$ cat src/hdl/rca_pkg.sv
`timescale 1ns / 1ps
`default_nettype none

package rca_pkg;

  // Fixed field widths of the stream words and registers.
  localparam int unsigned ChanW     = 8;
  localparam int unsigned SumW      = 32;
  localparam int unsigned AreaOutW  = 25;
  localparam int unsigned CfgIdxW   = 3;
  localparam int unsigned CfgDataW  = 14;
  localparam int unsigned InTdataW  = 24;
  localparam int unsigned OutTdataW = 56;

  // One quotient bit per divider step.
  localparam int unsigned DivSteps  = SumW;
  localparam int unsigned DivCntW   = $clog2(DivSteps);

  // Register indexes on the configuration port.
  localparam logic [CfgIdxW-1:0] REG_FRAME_WIDTH  = 3'd0;
  localparam logic [CfgIdxW-1:0] REG_FRAME_HEIGHT = 3'd1;
  localparam logic [CfgIdxW-1:0] REG_BOX_LEFT     = 3'd2;
  localparam logic [CfgIdxW-1:0] REG_BOX_TOP      = 3'd3;
  localparam logic [CfgIdxW-1:0] REG_BOX_COLS     = 3'd4;
  localparam logic [CfgIdxW-1:0] REG_BOX_ROWS     = 3'd5;

  typedef struct packed {
    logic [12:0]        frame_width;
    logic [12:0]        frame_height;
    logic signed [12:0] box_left;
    logic signed [12:0] box_top;
    logic signed [13:0] box_cols;
    logic signed [13:0] box_rows;
  } cfg_t;

  typedef struct packed {
    logic [ChanW-1:0] chan2;
    logic [ChanW-1:0] chan1;
    logic [ChanW-1:0] chan0;
  } pix_t;

  typedef struct packed {
    logic [AreaOutW-1:0] box_area;
    logic                empty_box;
    logic [ChanW-1:0]    mean2;
    logic [ChanW-1:0]    mean1;
    logic [ChanW-1:0]    mean0;
  } res_t;

  // Controller to datapath.
  typedef struct packed {
    logic pix_take;   // pixel word accepted this cycle
    logic div_step;   // advance the dividers by one bit
    logic out_load;   // capture quotients into the output register
  } cmd_t;

  // Datapath to controller.
  typedef struct packed {
    logic frame_end;  // the pixel at the input is the last one of the frame
  } sts_t;

endpackage

`default_nettype wire

$ cat src/hdl/roi_color_average_top.sv
// Mean color over a region of interest of an RGB-style pixel stream.
//
// Pixels enter on the slave stream, one three-byte word per cycle, in raster
// order. The frame size and the requested box come from the configuration
// write port. The box is clamped to the frame, and the three channels are
// summed over the pixels that fall inside it. After the last pixel of each
// frame one result word leaves on the master stream: the truncated mean of
// each channel, the clamped box area, and in tuser a flag for an empty box
// (then the means and the area are zero).
//
// Throughput: one pixel per cycle within a frame. After the last pixel the
// input stalls while three shared-step restoring dividers produce the
// quotients, one bit per cycle; the quotients are then loaded into the
// output register, which raises the result valid. Reset clears the
// position and the sums and loads the register defaults (640 by 480, empty
// box). The output register holds a result while the receiver stalls; the
// next frame streams in meanwhile and only its own result waits for the
// register to free up.
`timescale 1ns / 1ps
`default_nettype none

module roi_color_average_top
  import rca_pkg::*;
#(
  parameter int unsigned MAX_DIM = 4096
) (
  input  wire logic                 clk_i,
  input  wire logic                 rst_ni,
  input  wire logic                 s_axis_tvalid,
  output logic                      s_axis_tready,
  input  wire logic [InTdataW-1:0]  s_axis_tdata,   // chan0, chan1, chan2
  output logic                      m_axis_tvalid,
  input  wire logic                 m_axis_tready,
  output logic [OutTdataW-1:0]      m_axis_tdata,   // mean0, mean1, mean2, box_area, zero pad
  output logic                      m_axis_tuser,   // empty_box
  input  wire logic                 cfg_we_i,
  input  wire logic [CfgIdxW-1:0]   cfg_idx_i,
  input  wire logic [CfgDataW-1:0]  cfg_data_i
);

  cfg_t cfg_q;
  pix_t pix;
  cmd_t cmd;
  sts_t sts;
  res_t res;

  // Configuration registers; indexes past the list are ignored.
  always_ff @(posedge clk_i or negedge rst_ni) begin
    if (!rst_ni) begin
      cfg_q.frame_width  <= 13'd640;
      cfg_q.frame_height <= 13'd480;
      cfg_q.box_left     <= '0;
      cfg_q.box_top      <= '0;
      cfg_q.box_cols     <= '0;
      cfg_q.box_rows     <= '0;
    end else if (cfg_we_i) begin
      unique case (cfg_idx_i)
        REG_FRAME_WIDTH:  cfg_q.frame_width  <= cfg_data_i[12:0];
        REG_FRAME_HEIGHT: cfg_q.frame_height <= cfg_data_i[12:0];
        REG_BOX_LEFT:     cfg_q.box_left     <= cfg_data_i[12:0];
        REG_BOX_TOP:      cfg_q.box_top      <= cfg_data_i[12:0];
        REG_BOX_COLS:     cfg_q.box_cols     <= cfg_data_i;
        REG_BOX_ROWS:     cfg_q.box_rows     <= cfg_data_i;
        default: begin
        end
      endcase
    end
  end

  assign pix = pix_t'(s_axis_tdata);

  rca_ctrl u_ctrl (
    .clk_i      (clk_i),
    .rst_ni     (rst_ni),
    .s_tvalid_i (s_axis_tvalid),
    .s_tready_o (s_axis_tready),
    .m_tvalid_o (m_axis_tvalid),
    .m_tready_i (m_axis_tready),
    .sts_i      (sts),
    .cmd_o      (cmd)
  );

  rca_dpath #(
    .MAX_DIM (MAX_DIM)
  ) u_dpath (
    .clk_i  (clk_i),
    .rst_ni (rst_ni),
    .cfg_i  (cfg_q),
    .pix_i  (pix),
    .cmd_i  (cmd),
    .sts_o  (sts),
    .res_o  (res)
  );

  // Result word: the three means in the low bytes, then the 25-bit area.
  assign m_axis_tdata = {7'd0, res.box_area, res.mean2, res.mean1, res.mean0};
  assign m_axis_tuser = res.empty_box;

endmodule

`default_nettype wire

$ cat src/hdl/rca_ctrl.sv
`timescale 1ns / 1ps
`default_nettype none

module rca_ctrl
  import rca_pkg::*;
(
  input  wire logic clk_i,
  input  wire logic rst_ni,
  input  wire logic s_tvalid_i,
  output logic      s_tready_o,
  output logic      m_tvalid_o,
  input  wire logic m_tready_i,
  input  wire sts_t sts_i,
  output cmd_t      cmd_o
);

  localparam logic [1:0] S_RUN  = 2'd0;
  localparam logic [1:0] S_DIV  = 2'd1;
  localparam logic [1:0] S_LOAD = 2'd2;

  localparam logic [DivCntW-1:0] CntLast = DivCntW'(DivSteps - 1);

  logic [1:0]         state_q, state_d;
  logic [DivCntW-1:0] cnt_q, cnt_d;
  logic               ovalid_q, ovalid_d;
  logic               out_free;

  assign out_free   = !ovalid_q || m_tready_i;
  assign s_tready_o = (state_q == S_RUN);
  assign m_tvalid_o = ovalid_q;

  always_comb begin
    state_d        = state_q;
    cnt_d          = cnt_q;
    ovalid_d       = ovalid_q && !m_tready_i;
    cmd_o.pix_take = (state_q == S_RUN) && s_tvalid_i;
    cmd_o.div_step = 1'b0;
    cmd_o.out_load = 1'b0;
    unique case (state_q)
      S_RUN: begin
        if (s_tvalid_i && sts_i.frame_end) begin
          state_d = S_DIV;
          cnt_d   = '0;
        end
      end
      S_DIV: begin
        cmd_o.div_step = 1'b1;
        cnt_d          = cnt_q + 1'b1;
        if (cnt_q == CntLast) begin
          state_d = S_LOAD;
        end
      end
      S_LOAD: begin
        if (out_free) begin
          cmd_o.out_load = 1'b1;
          ovalid_d       = 1'b1;
          state_d        = S_RUN;
        end
      end
      default: begin
        state_d = S_RUN;
      end
    endcase
  end

  always_ff @(posedge clk_i or negedge rst_ni) begin
    if (!rst_ni) begin
      state_q  <= S_RUN;
      cnt_q    <= '0;
      ovalid_q <= 1'b0;
    end else begin
      state_q  <= state_d;
      cnt_q    <= cnt_d;
      ovalid_q <= ovalid_d;
    end
  end

  // The last pixel of a frame always starts a division.
  a_frame_end_divides : assert property (@(posedge clk_i) disable iff (!rst_ni)
    (cmd_o.pix_take && sts_i.frame_end) |=> (state_q == S_DIV && cnt_q == '0))
    else $error("frame end did not start the divider");

  // A waiting result is never overwritten by the next frame's result.
  a_no_overwrite : assert property (@(posedge clk_i) disable iff (!rst_ni)
    (ovalid_q && !m_tready_i) |-> !cmd_o.out_load)
    else $error("result overwritten while stalled");

  // The divider runs its full number of steps before the result is loaded.
  a_div_length : assert property (@(posedge clk_i) disable iff (!rst_ni)
    (state_q == S_LOAD && $past(state_q) == S_DIV) |-> $past(cnt_q) == CntLast)
    else $error("divider left early");

endmodule

`default_nettype wire

$ cat src/hdl/rca_dpath.sv
`timescale 1ns / 1ps
`default_nettype none

module rca_dpath
  import rca_pkg::*;
#(
  parameter int unsigned MAX_DIM = 4096
) (
  input  wire logic clk_i,
  input  wire logic rst_ni,
  input  wire cfg_t cfg_i,
  input  wire pix_t pix_i,
  input  wire cmd_t cmd_i,
  output sts_t      sts_o,
  output res_t      res_o
);

  localparam int unsigned DW  = $clog2(MAX_DIM + 1);
  localparam int unsigned PW  = $clog2(MAX_DIM);
  localparam int unsigned SW  = ((DW > 14) ? DW : 14) + 2;
  localparam int unsigned AW  = $clog2(MAX_DIM * MAX_DIM + 1);
  localparam int unsigned AXW = (AW > AreaOutW) ? AW : AreaOutW;
  localparam logic signed [SW-1:0] MaxS = SW'(MAX_DIM);

  // Clamp one axis: returns {origin, length}.
  function automatic logic [2*SW-1:0] clamp_axis(input logic signed [SW-1:0] org_in,
                                                  input logic signed [SW-1:0] len_in,
                                                  input logic signed [SW-1:0] ext);
    logic signed [SW-1:0] o;
    logic signed [SW-1:0] l;
    o = (org_in < 0) ? '0 : org_in;
    l = (len_in < 0) ? '0 : len_in;
    if (o + l > ext) l = ext - o;
    if (l < 0) l = '0;
    return {o, l};
  endfunction

  logic signed [SW-1:0] fw_s, fh_s, w_s, h_s;
  logic signed [SW-1:0] bx, bw, by, bh, c_s, r_s;
  logic [DW-1:0]        bw_u, bh_u;
  logic [AW-1:0]        area_c;
  logic                 in_box, last_col, last_row;
  logic [SumW-1:0]      add0, add1, add2;
  logic [SumW-1:0]      sum0_nx, sum1_nx, sum2_nx;

  logic [PW-1:0]   col_q, row_q;
  logic [SumW-1:0] sum0_q, sum1_q, sum2_q;
  logic [AW-1:0]   area_q;
  logic [SumW-1:0] dvd_q [3];
  logic [AW-1:0]   rem_q [3];
  logic [AW:0]     trial [3];
  logic            take  [3];
  logic [AXW-1:0]  area_x;
  res_t            res_q;

  always_comb begin
    fw_s = $signed({{(SW-13){1'b0}}, cfg_i.frame_width});
    fh_s = $signed({{(SW-13){1'b0}}, cfg_i.frame_height});
    w_s  = (fw_s == 0) ? SW'(1) : ((fw_s > MaxS) ? MaxS : fw_s);
    h_s  = (fh_s == 0) ? SW'(1) : ((fh_s > MaxS) ? MaxS : fh_s);
    {bx, bw} = clamp_axis($signed({{(SW-13){cfg_i.box_left[12]}}, cfg_i.box_left}),
                          $signed({{(SW-14){cfg_i.box_cols[13]}}, cfg_i.box_cols}), w_s);
    {by, bh} = clamp_axis($signed({{(SW-13){cfg_i.box_top[12]}}, cfg_i.box_top}),
                          $signed({{(SW-14){cfg_i.box_rows[13]}}, cfg_i.box_rows}), h_s);
    bw_u   = bw[DW-1:0];
    bh_u   = bh[DW-1:0];
    area_c = AW'(bw_u) * AW'(bh_u);
    c_s    = $signed({{(SW-PW){1'b0}}, col_q});
    r_s    = $signed({{(SW-PW){1'b0}}, row_q});
    in_box = (c_s >= bx) && (c_s < bx + bw) && (r_s >= by) && (r_s < by + bh);
    last_col = (c_s >= w_s - 1);
    last_row = (r_s >= h_s - 1);
    add0   = in_box ? SumW'(pix_i.chan0) : '0;
    add1   = in_box ? SumW'(pix_i.chan1) : '0;
    add2   = in_box ? SumW'(pix_i.chan2) : '0;
    sum0_nx = sum0_q + add0;
    sum1_nx = sum1_q + add1;
    sum2_nx = sum2_q + add2;
  end

  assign sts_o.frame_end = last_col && last_row;

  // Position counters and channel sums.
  always_ff @(posedge clk_i or negedge rst_ni) begin
    if (!rst_ni) begin
      col_q  <= '0;
      row_q  <= '0;
      sum0_q <= '0;
      sum1_q <= '0;
      sum2_q <= '0;
    end else if (cmd_i.pix_take) begin
      if (!last_col) begin
        col_q <= col_q + 1'b1;
      end else begin
        col_q <= '0;
        row_q <= last_row ? '0 : row_q + 1'b1;
      end
      if (sts_o.frame_end) begin
        sum0_q <= '0;
        sum1_q <= '0;
        sum2_q <= '0;
      end else begin
        sum0_q <= sum0_nx;
        sum1_q <= sum1_nx;
        sum2_q <= sum2_nx;
      end
    end
  end

  // Three restoring dividers, one quotient bit per step; the dividend
  // register shifts the quotient in from the bottom.
  always_comb begin
    for (int k = 0; k < 3; k++) begin
      trial[k] = {rem_q[k], dvd_q[k][SumW-1]};
      take[k]  = (trial[k] >= {1'b0, area_q});
    end
  end

  always_ff @(posedge clk_i) begin
    if (cmd_i.pix_take && sts_o.frame_end) begin
      dvd_q[0] <= sum0_nx;
      dvd_q[1] <= sum1_nx;
      dvd_q[2] <= sum2_nx;
      area_q   <= area_c;
      for (int k = 0; k < 3; k++) rem_q[k] <= '0;
    end else if (cmd_i.div_step) begin
      for (int k = 0; k < 3; k++) begin
        dvd_q[k] <= {dvd_q[k][SumW-2:0], take[k]};
        rem_q[k] <= take[k] ? AW'(trial[k] - {1'b0, area_q}) : trial[k][AW-1:0];
      end
    end
  end

  assign area_x = AXW'(area_q);

  always_ff @(posedge clk_i) begin
    if (cmd_i.out_load) begin
      res_q.empty_box <= (area_q == '0);
      res_q.box_area  <= area_x[AreaOutW-1:0];
      res_q.mean0     <= (area_q == '0) ? '0 : dvd_q[0][ChanW-1:0];
      res_q.mean1     <= (area_q == '0) ? '0 : dvd_q[1][ChanW-1:0];
      res_q.mean2     <= (area_q == '0) ? '0 : dvd_q[2][ChanW-1:0];
    end
  end

  assign res_o = res_q;

  // An empty box always reports zero means.
  a_empty_zero : assert property (@(posedge clk_i) disable iff (!rst_ni)
    (cmd_i.out_load && area_q == '0) |=>
      (res_q.empty_box && res_q.mean0 == '0 && res_q.mean1 == '0 && res_q.mean2 == '0))
    else $error("empty box gave a nonzero mean");

endmodule

`default_nettype wire
$ cat config.mk
export PLATFORM = sky130hd
export DESIGN_NAME = roi_color_average_top
export DESIGN_NICKNAME = d
export VERILOG_FILES = /design/src/hdl/rca_pkg.sv /design/src/hdl/roi_color_average_top.sv /design/src/hdl/rca_ctrl.sv /design/src/hdl/rca_dpath.sv
export SDC_FILE = /design/constraint.sdc
export NUM_CORES = 2
export LEC_CHECK = 0
export ABC_CLOCK_PERIOD_IN_PS = 19900
export BUFFER_PORTS_ARGS = -buffer_cell sky130_fd_sc_hd__buf_2
export CORE_MARGIN = 3
export CORE_UTILIZATION = 25
export DETAILED_ROUTE_END_ITERATION = 8
export SLEW_MARGIN = 10
export SYNTH_ARGS = -nofsm -noshare
export SYNTH_HDL_FRONTEND = slang
export SYNTH_SLANG_ARGS = --single-unit
$ cat constraint.sdc
create_clock -name clk_i -period 19.9 [get_ports clk_i]
set_input_delay 3.98 -clock clk_i [delete_from_list [all_inputs] [get_ports clk_i]]
set_output_delay 3.98 -clock clk_i [all_outputs]
set_load 0.1 [all_outputs]
### Word level (Yosys, flattened, before mapping)

Memories as Yosys holds them, arrays and structs flattened.
Cells that the tools add are included.
W data, S select, Z words.

| operators by class | value |
|---|---|
| $add $sub $neg | 17 |
| multipliers | 1 |
| divide/modulo/power cells | 0 |
| $lt $le $gt $ge | 19 |
| eq/ne operators | 11 |
| shift operators | 0 |
| muxes and demuxes | 45 |
| bitwise gates (word level) | 6 |
| reduce and logical (&&, ||, !) cells | 26 |

Operators by type and width:

| cell | count |
|---|---|
| $mux W32 | 6 |
| $mux W25 | 6 |
| $mux W16 | 8 |
| $add A32 B32 Y32 | 3 |
| $ge A26 B25 Y1 | 3 |
| $sub A25 B25 Y25 | 3 |
| $add A16 B16 Y16 | 4 |
| $ge A13 B32 Y1 | 2 |
| $mux W13 | 4 |
| $sub A16 B2 Y17 const B | 2 |
| $ge A13 B16 Y1 | 2 |
| $gt A16 B16 Y1 | 2 |
| $lt A13 B16 Y1 | 2 |
| $lt A16 B1 Y1 const B | 2 |
| $sub A16 B16 Y16 | 2 |
| $lt A14 B1 Y1 const B | 2 |
| $gt A13 B13 Y1 const B | 2 |
| $logic_not A13 Y1 | 2 |
| $lt A13 B1 Y1 const B | 2 |
| $logic_not A25 Y1 | 1 |
| $mul A13 B13 Y25 | 1 |
| $add A12 B1 Y12 const B | 2 |
| $mux W12 | 2 |
| $mux W8 | 3 |
| other kinds (22) | 57 |

| word-level totals | value |
|---|---|
| flip-flop bits (word level) | 283 |
| latch bits | 0 |
| memory bits (writable) | 171 |
| ROM bits | 0 |
| input bits | 46 |
| output and inout bits | 59 |
| word-level logic and storage cells | 147 |
| memories kept | 2 |

Memories:

| name | words | width | rd ports | clocked after Yosys merged registers in | write ports | line | source |
|---|---|---|---|---|---|---|---|
| u_dpath.dvd_q | 3 | 32 | 3 | 0 | 3 | rca_dpath.sv:49 | `logic [SumW-1:0] dvd_q [3];` |
| u_dpath.rem_q | 3 | 25 | 3 | 0 | 3 | rca_dpath.sv:50 | `logic [AW-1:0] rem_q [3];` |

### Logic depth before layout (Yosys ltp)

| depth | value |
|---|---|
| depth after elaboration | 15 |
| gate-level depth with buffers | 54 |
| gate-level depth less buffers | 49 |

### Modules after synthesis

A second synthesis with hierarchy kept.

| second synthesis, totals | value |
|---|---|
| cells, all modules | 3820 |
| area, all modules | 36336.1 um^2 |

Modules (own cells, without submodules):

| module | times used | cells an instance | area an instance (um^2) | seq. area each (um^2) |
|---|---|---|---|---|
| rca_dpath | 1 | 3602 | 32839.0 | 10390.0 |
| roi_color_average_top | 1 | 181 | 3091.7 | 2009.4 |
| rca_ctrl | 1 | 37 | 405.4 | 200.2 |

### Worst setup path before layout

OpenSTA, ideal clock, no wires.

| path | value |
|---|---|
| kind | input -> register |
| start point | input port s_axis_tvalid |
| end point | register u_ctrl.cnt_q[0] |
| setup time | 0.682 ns |
| data arrival time | 16.790 ns |
| data required time | 19.218 ns |
| path slack | 2.428 ns |
| cell stages on the path | 4 |
| path buffers | 1 |
| cell sequence | nand2_1 clkbuf_1 o21ai_0 mux2i_1 |

| between the ends | value |
|---|---|
| cells in the longest elaborated chain, start to end | 3 |

Ends and longest elaborated chain:

| element | line | source |
|---|---|---|
| from (decl) | roi_color_average_top.sv:29 | `input wire logic s_axis_tvalid,` |
| $logic_and A1 B1 Y1 | rca_ctrl.sv:41 | `if (s_tvalid_i && sts_i.frame_end) begin` |
| $ne A2 B1 Y1 (no source line) | n/a |  |
| $reduce_and A2 Y1 (no source line) | n/a |  |
| to (signal assigned) | rca_ctrl.sv:73 | `cnt_q <= cnt_d;` |
| to (decl) | rca_ctrl.sv:24 | `logic [DivCntW-1:0] cnt_q, cnt_d;` |

Every way passes these cells.
A chain may end at the register's enable or synchronous reset.

==> results.sh <==
export IMPL_hold_path_endpoint="u_dpath.dvd_q[0][21]$_DFFE_PP_"
export IMPL_worst_endpoint_arrival_ps=13330
export IMPL_synth_seq_cells=454
export IMPL_hpwlAfterDp_um=74100
export IMPL_p_total_uw=6550
export IMPL_tritoncts="built"
export IMPL_hold_fix_buffer_count_after_cts=0
export IMPL_hold_path_depth=2
export IMPL_criticalPathCategory="flip-flop to flip-flop"
export IMPL_chipWidth_um=390
export IMPL_most_common_cell_after_layout_fill_and_taps_aside="sky130_fd_sc_hd__nand2_1"
export IMPL_p_leak_uw=0.0175
export IMPL_maxCapViolCount=0
export IMPL_drt_first_iter_violations=2017
export IMPL_wl_met3_um=6070
export IMPL_synth_area_per_cell_sq_um=9.31
export IMPL_finalInstanceArea_sq_mm=0.0412
export IMPL_pin_count_of_the_biggest_net_entering_global_routing=84
export IMPL_layout_common_cells="446 x sky130_fd_sc_hd__nand2_1, 339 x sky130_fd_sc_hd__ha_1, 321 x sky130_fd_sc_hd__nor2_1"
export IMPL_tightest_slew_ps=1140
export IMPL_slew_headroom_pct=23.8
export IMPL_drt_first_pass_iters=6
export IMPL_antenna_cells_inserted=0
export IMPL_dieHeight_um=390
export IMPL_post_cts_setup_buffer_count=0
export IMPL_end_kind="flip-flop"
export IMPL_syn_inst=3958
export IMPL_insertion_delay_ps=660
export IMPL_synth_yosys_warnings=0
export IMPL_effective_utilization_at_floorplan_pct=25.2
export IMPL_final_layout_size_suffix_gt1_share_pct=9.05
export IMPL_clock_tree_buffer_depth=3
export IMPL_place_worst_setup_slack_ps=7140
export IMPL_final_hold_worst_slack_ps=471
export IMPL_track_usage_pct=12.9
export IMPL_die_area_sq_mm=0.152
export IMPL_dpl_instance_area_sq_mm=0.0395
export IMPL_rrSetupSlack_ps=6950
export IMPL_wl_met2_um=44100
export IMPL_synth_seq_area_share_pct=34.2
export IMPL_boundaryPins=105
export IMPL_synth_lib_cells_used_distinct=93
export IMPL_r2r_worst_path_cells=43
export IMPL_synth_edff_count=246
export IMPL_synth_area_sq_mm=0.0368
export IMPL_crit_fanout=24
export IMPL_period_minus_slack_ps=12950
export IMPL_layout_area_overhead_vs_synth_pct=11.9
export IMPL_core_rows=140
export IMPL_holdCritPathClass="flip-flop to flip-flop"
export IMPL_peakVddDrop_mv=0.312
export IMPL_critical_path_reg2reg_endpoint="u_dpath.dvd_q[0][46]$_DFFE_PP_"
export IMPL_final_worst_setup_slack_ps=6950
export IMPL_asyncSetResetFlopFracSynth_pct=45.8
export IMPL_tritoncts_num_sinks=454
export IMPL_highest_layer="met5"
export IMPL_power_per_cell_area_mw_per_mm2=159
export IMPL_slowest_stage="sky130_fd_sc_hd__nor3_4"
export IMPL_worst_r2r_startpoint="cfg_q[53]$_DFFE_PN0P_"
export IMPL_final_hold_viol_count=0
export IMPL_gp_congestion=0.901
export IMPL_critPathMaxStageDelay_ps=950
export IMPL_route_final_wire_length_um=99900
export IMPL_synth_main_ff_cell="sky130_fd_sc_hd__edfxtp_1"
export IMPL_cts_root_buffer="sky130_fd_sc_hd__clkbuf_16"
export IMPL_final_nets=4520
export IMPL_period_utilization_post_route_pct=65.1
export IMPL_number_of_antenna_violating_nets_in_the_routed_design=0
export IMPL_ctsHtreeMaxLevel=2
export IMPL_port_buffers=97
export IMPL_remaining_routing_drc_violations=0
export IMPL_vias_per_cell=4.87
export IMPL_total_of_endpoints_with_negative_setup_slack_in_the_final_report=0
export IMPL_global_route_overflow_total=0
export IMPL_fmax_ghz=0.0772
export IMPL_clock_skew_ps=64.5
export IMPL_critical_path_top_cell_by_count="sky130_fd_sc_hd__ha_1"
export IMPL_final_max_slew_viol_count=0
export IMPL_fp_coreArea_sq_mm=0.146
export IMPL_via_count_of_the_first_global_routing_pass=28500
export IMPL_vias=29000
export IMPL_met1Wirelength_um=47200
export IMPL_critPathRequiredTime_ps=20280
export IMPL_start_kind="flip-flop"
export IMPL_clk_transition_reported_paths_ps=60
export IMPL_rsz0062_at_grt="false"
export IMPL_outcome="completed"
export IMPL_timing_setup_tns_ps=0
export IMPL_initial_antenna_violation_count=7
export IMPL_worst_hold_startpoint="u_dpath.dvd_q[0][20]$_DFFE_PP_"
export IMPL_ctsResizeCount=0
export IMPL_first_pass_grt_wire_length_um=159000
export IMPL_cts_inserted_buffers=50
export IMPL_wire_per_inst_um=16.8
## critical path: cells and delay by family, from the launching register on
family / cells / cell delay [ps]
AO/OA/AOI/OAI: 22 / 6130
buffers and inverters: 1 / 120
flip-flops: 1 / 490
AND/OR/NAND/NOR: 10 / 3030
adder cells (fa/ha/maj): 8 / 2570
XOR/XNOR: 2 / 290
## worst max path at each step
stage                                      from                              to  slack [ps]
final                     cfg_q[53]$_DFFE_PN0P_  u_dpath.dvd_q[0][46]$_DFFE_PP_        6950
after global routing      cfg_q[53]$_DFFE_PN0P_  u_dpath.dvd_q[0][90]$_DFFE_PP_        6060
after CTS                 cfg_q[53]$_DFFE_PN0P_  u_dpath.dvd_q[0][46]$_DFFE_PP_        7150
after detailed placement  cfg_q[53]$_DFFE_PN0P_  u_dpath.dvd_q[0][46]$_DFFE_PP_        7140
after global placement    cfg_q[53]$_DFFE_PN0P_  u_dpath.dvd_q[0][46]$_DFFE_PP_        7310
after floorplan                   s_axis_tvalid     u_ctrl.cnt_q[0]$_DFFE_PN0P_        2430
## metal layers
layer,vias to the layer above,global-route usage (%)
met3,129,2.31
met5,-,0
li1,14100,-
met4,2,3.18
met1,14100,18.3
met2,734,20.4
## kinds of logic after synthesis
group                    after synthesis  share of synthesized area [%]
XOR/XNOR                             231                           5.49
multiplexers                         131                           3.82
AND/OR/NAND/NOR                     1355                           17.4
buffers and inverters                447                           4.81
adder cells (fa/ha/maj)              472                           18.7
flip-flops                           454                           34.2
AO/OA/AOI/OAI                        867                           15.5
other                                  1                         0.0102
## final cells by class
cell class	count	area, sq um
Clock buffer	69	1370
Clock inverter	25	317
Fill cell	15300	105000
Inverter	300	1130
Multi-Input combinational cell	3063	22600
Sequential cell	454	12600
Tap cell	1917	2400
Timing Repair Buffer	134	773
## cells in the mapped netlist (31+ instances only)
cell type	instances	share of area [%]
sky130_fd_sc_hd__clkbuf_1	111	1.1
sky130_fd_sc_hd__mux2_2	78	2.4
sky130_fd_sc_hd__o31ai_1	38	0.77
sky130_fd_sc_hd__inv_1	293	3.0
sky130_fd_sc_hd__fa_1	132	7.2
sky130_fd_sc_hd__a21oi_1	177	2.4
sky130_fd_sc_hd__nand2b_1	69	1.2
sky130_fd_sc_hd__ha_1	339	12
sky130_fd_sc_hd__edfxtp_1	246	20
sky130_fd_sc_hd__a31oi_1	31	0.53
sky130_fd_sc_hd__o21ai_0	227	3.1
sky130_fd_sc_hd__a22o_1	49	1.2
sky130_fd_sc_hd__and3_1	36	0.61
sky130_fd_sc_hd__a21o_1	84	1.7
sky130_fd_sc_hd__nor3_1	124	1.7
sky130_fd_sc_hd__nand3_1	76	1.0
sky130_fd_sc_hd__o21a_1	49	1.0
sky130_fd_sc_hd__and2_1	37	0.63
sky130_fd_sc_hd__xnor2_1	147	3.5
sky130_fd_sc_hd__nor2b_1	106	1.8
sky130_fd_sc_hd__mux2i_1	53	1.4
sky130_fd_sc_hd__nand2_1	447	4.6
sky130_fd_sc_hd__xor2_1	84	2.0
sky130_fd_sc_hd__dfrtp_1	202	14
sky130_fd_sc_hd__nor2_1	325	3.3
## sequential cells by signal, summed over array words and instances (netlist names)
register,flops
u_dpath.col_q,12
u_dpath.row_q,12
u_ctrl.cnt_q,5
u_dpath.area_q,25
u_ctrl.m_tvalid_o,1
u_dpath.res_o,50
cfg_q,80
u_dpath.rem_q,75
u_dpath.sum1_q,32
u_dpath.sum0_q,32
u_dpath.sum2_q,32
u_ctrl.state_q,2
u_dpath.dvd_q,96
## stage by stage
step / instances / utilization, %
finish: 5962 / 28.3
global route: 5962 / 28.3
floorplan: 3964 / -
CTS: 5962 / 28.3
global placement: 5868 / 27.1
detailed placement: 5868 / 27.1
## report_power, final
| part | leakage [uW] | internal, uW | switching [uW] |
|---|---|---|---|
| logic | 0.0120 | 1760 | 2560 |
| clock network | 0.000809 | 532 | 429 |
| registers | 0.00471 | 1200 | 76.3 |
Power figures use the tool's default switching activity.
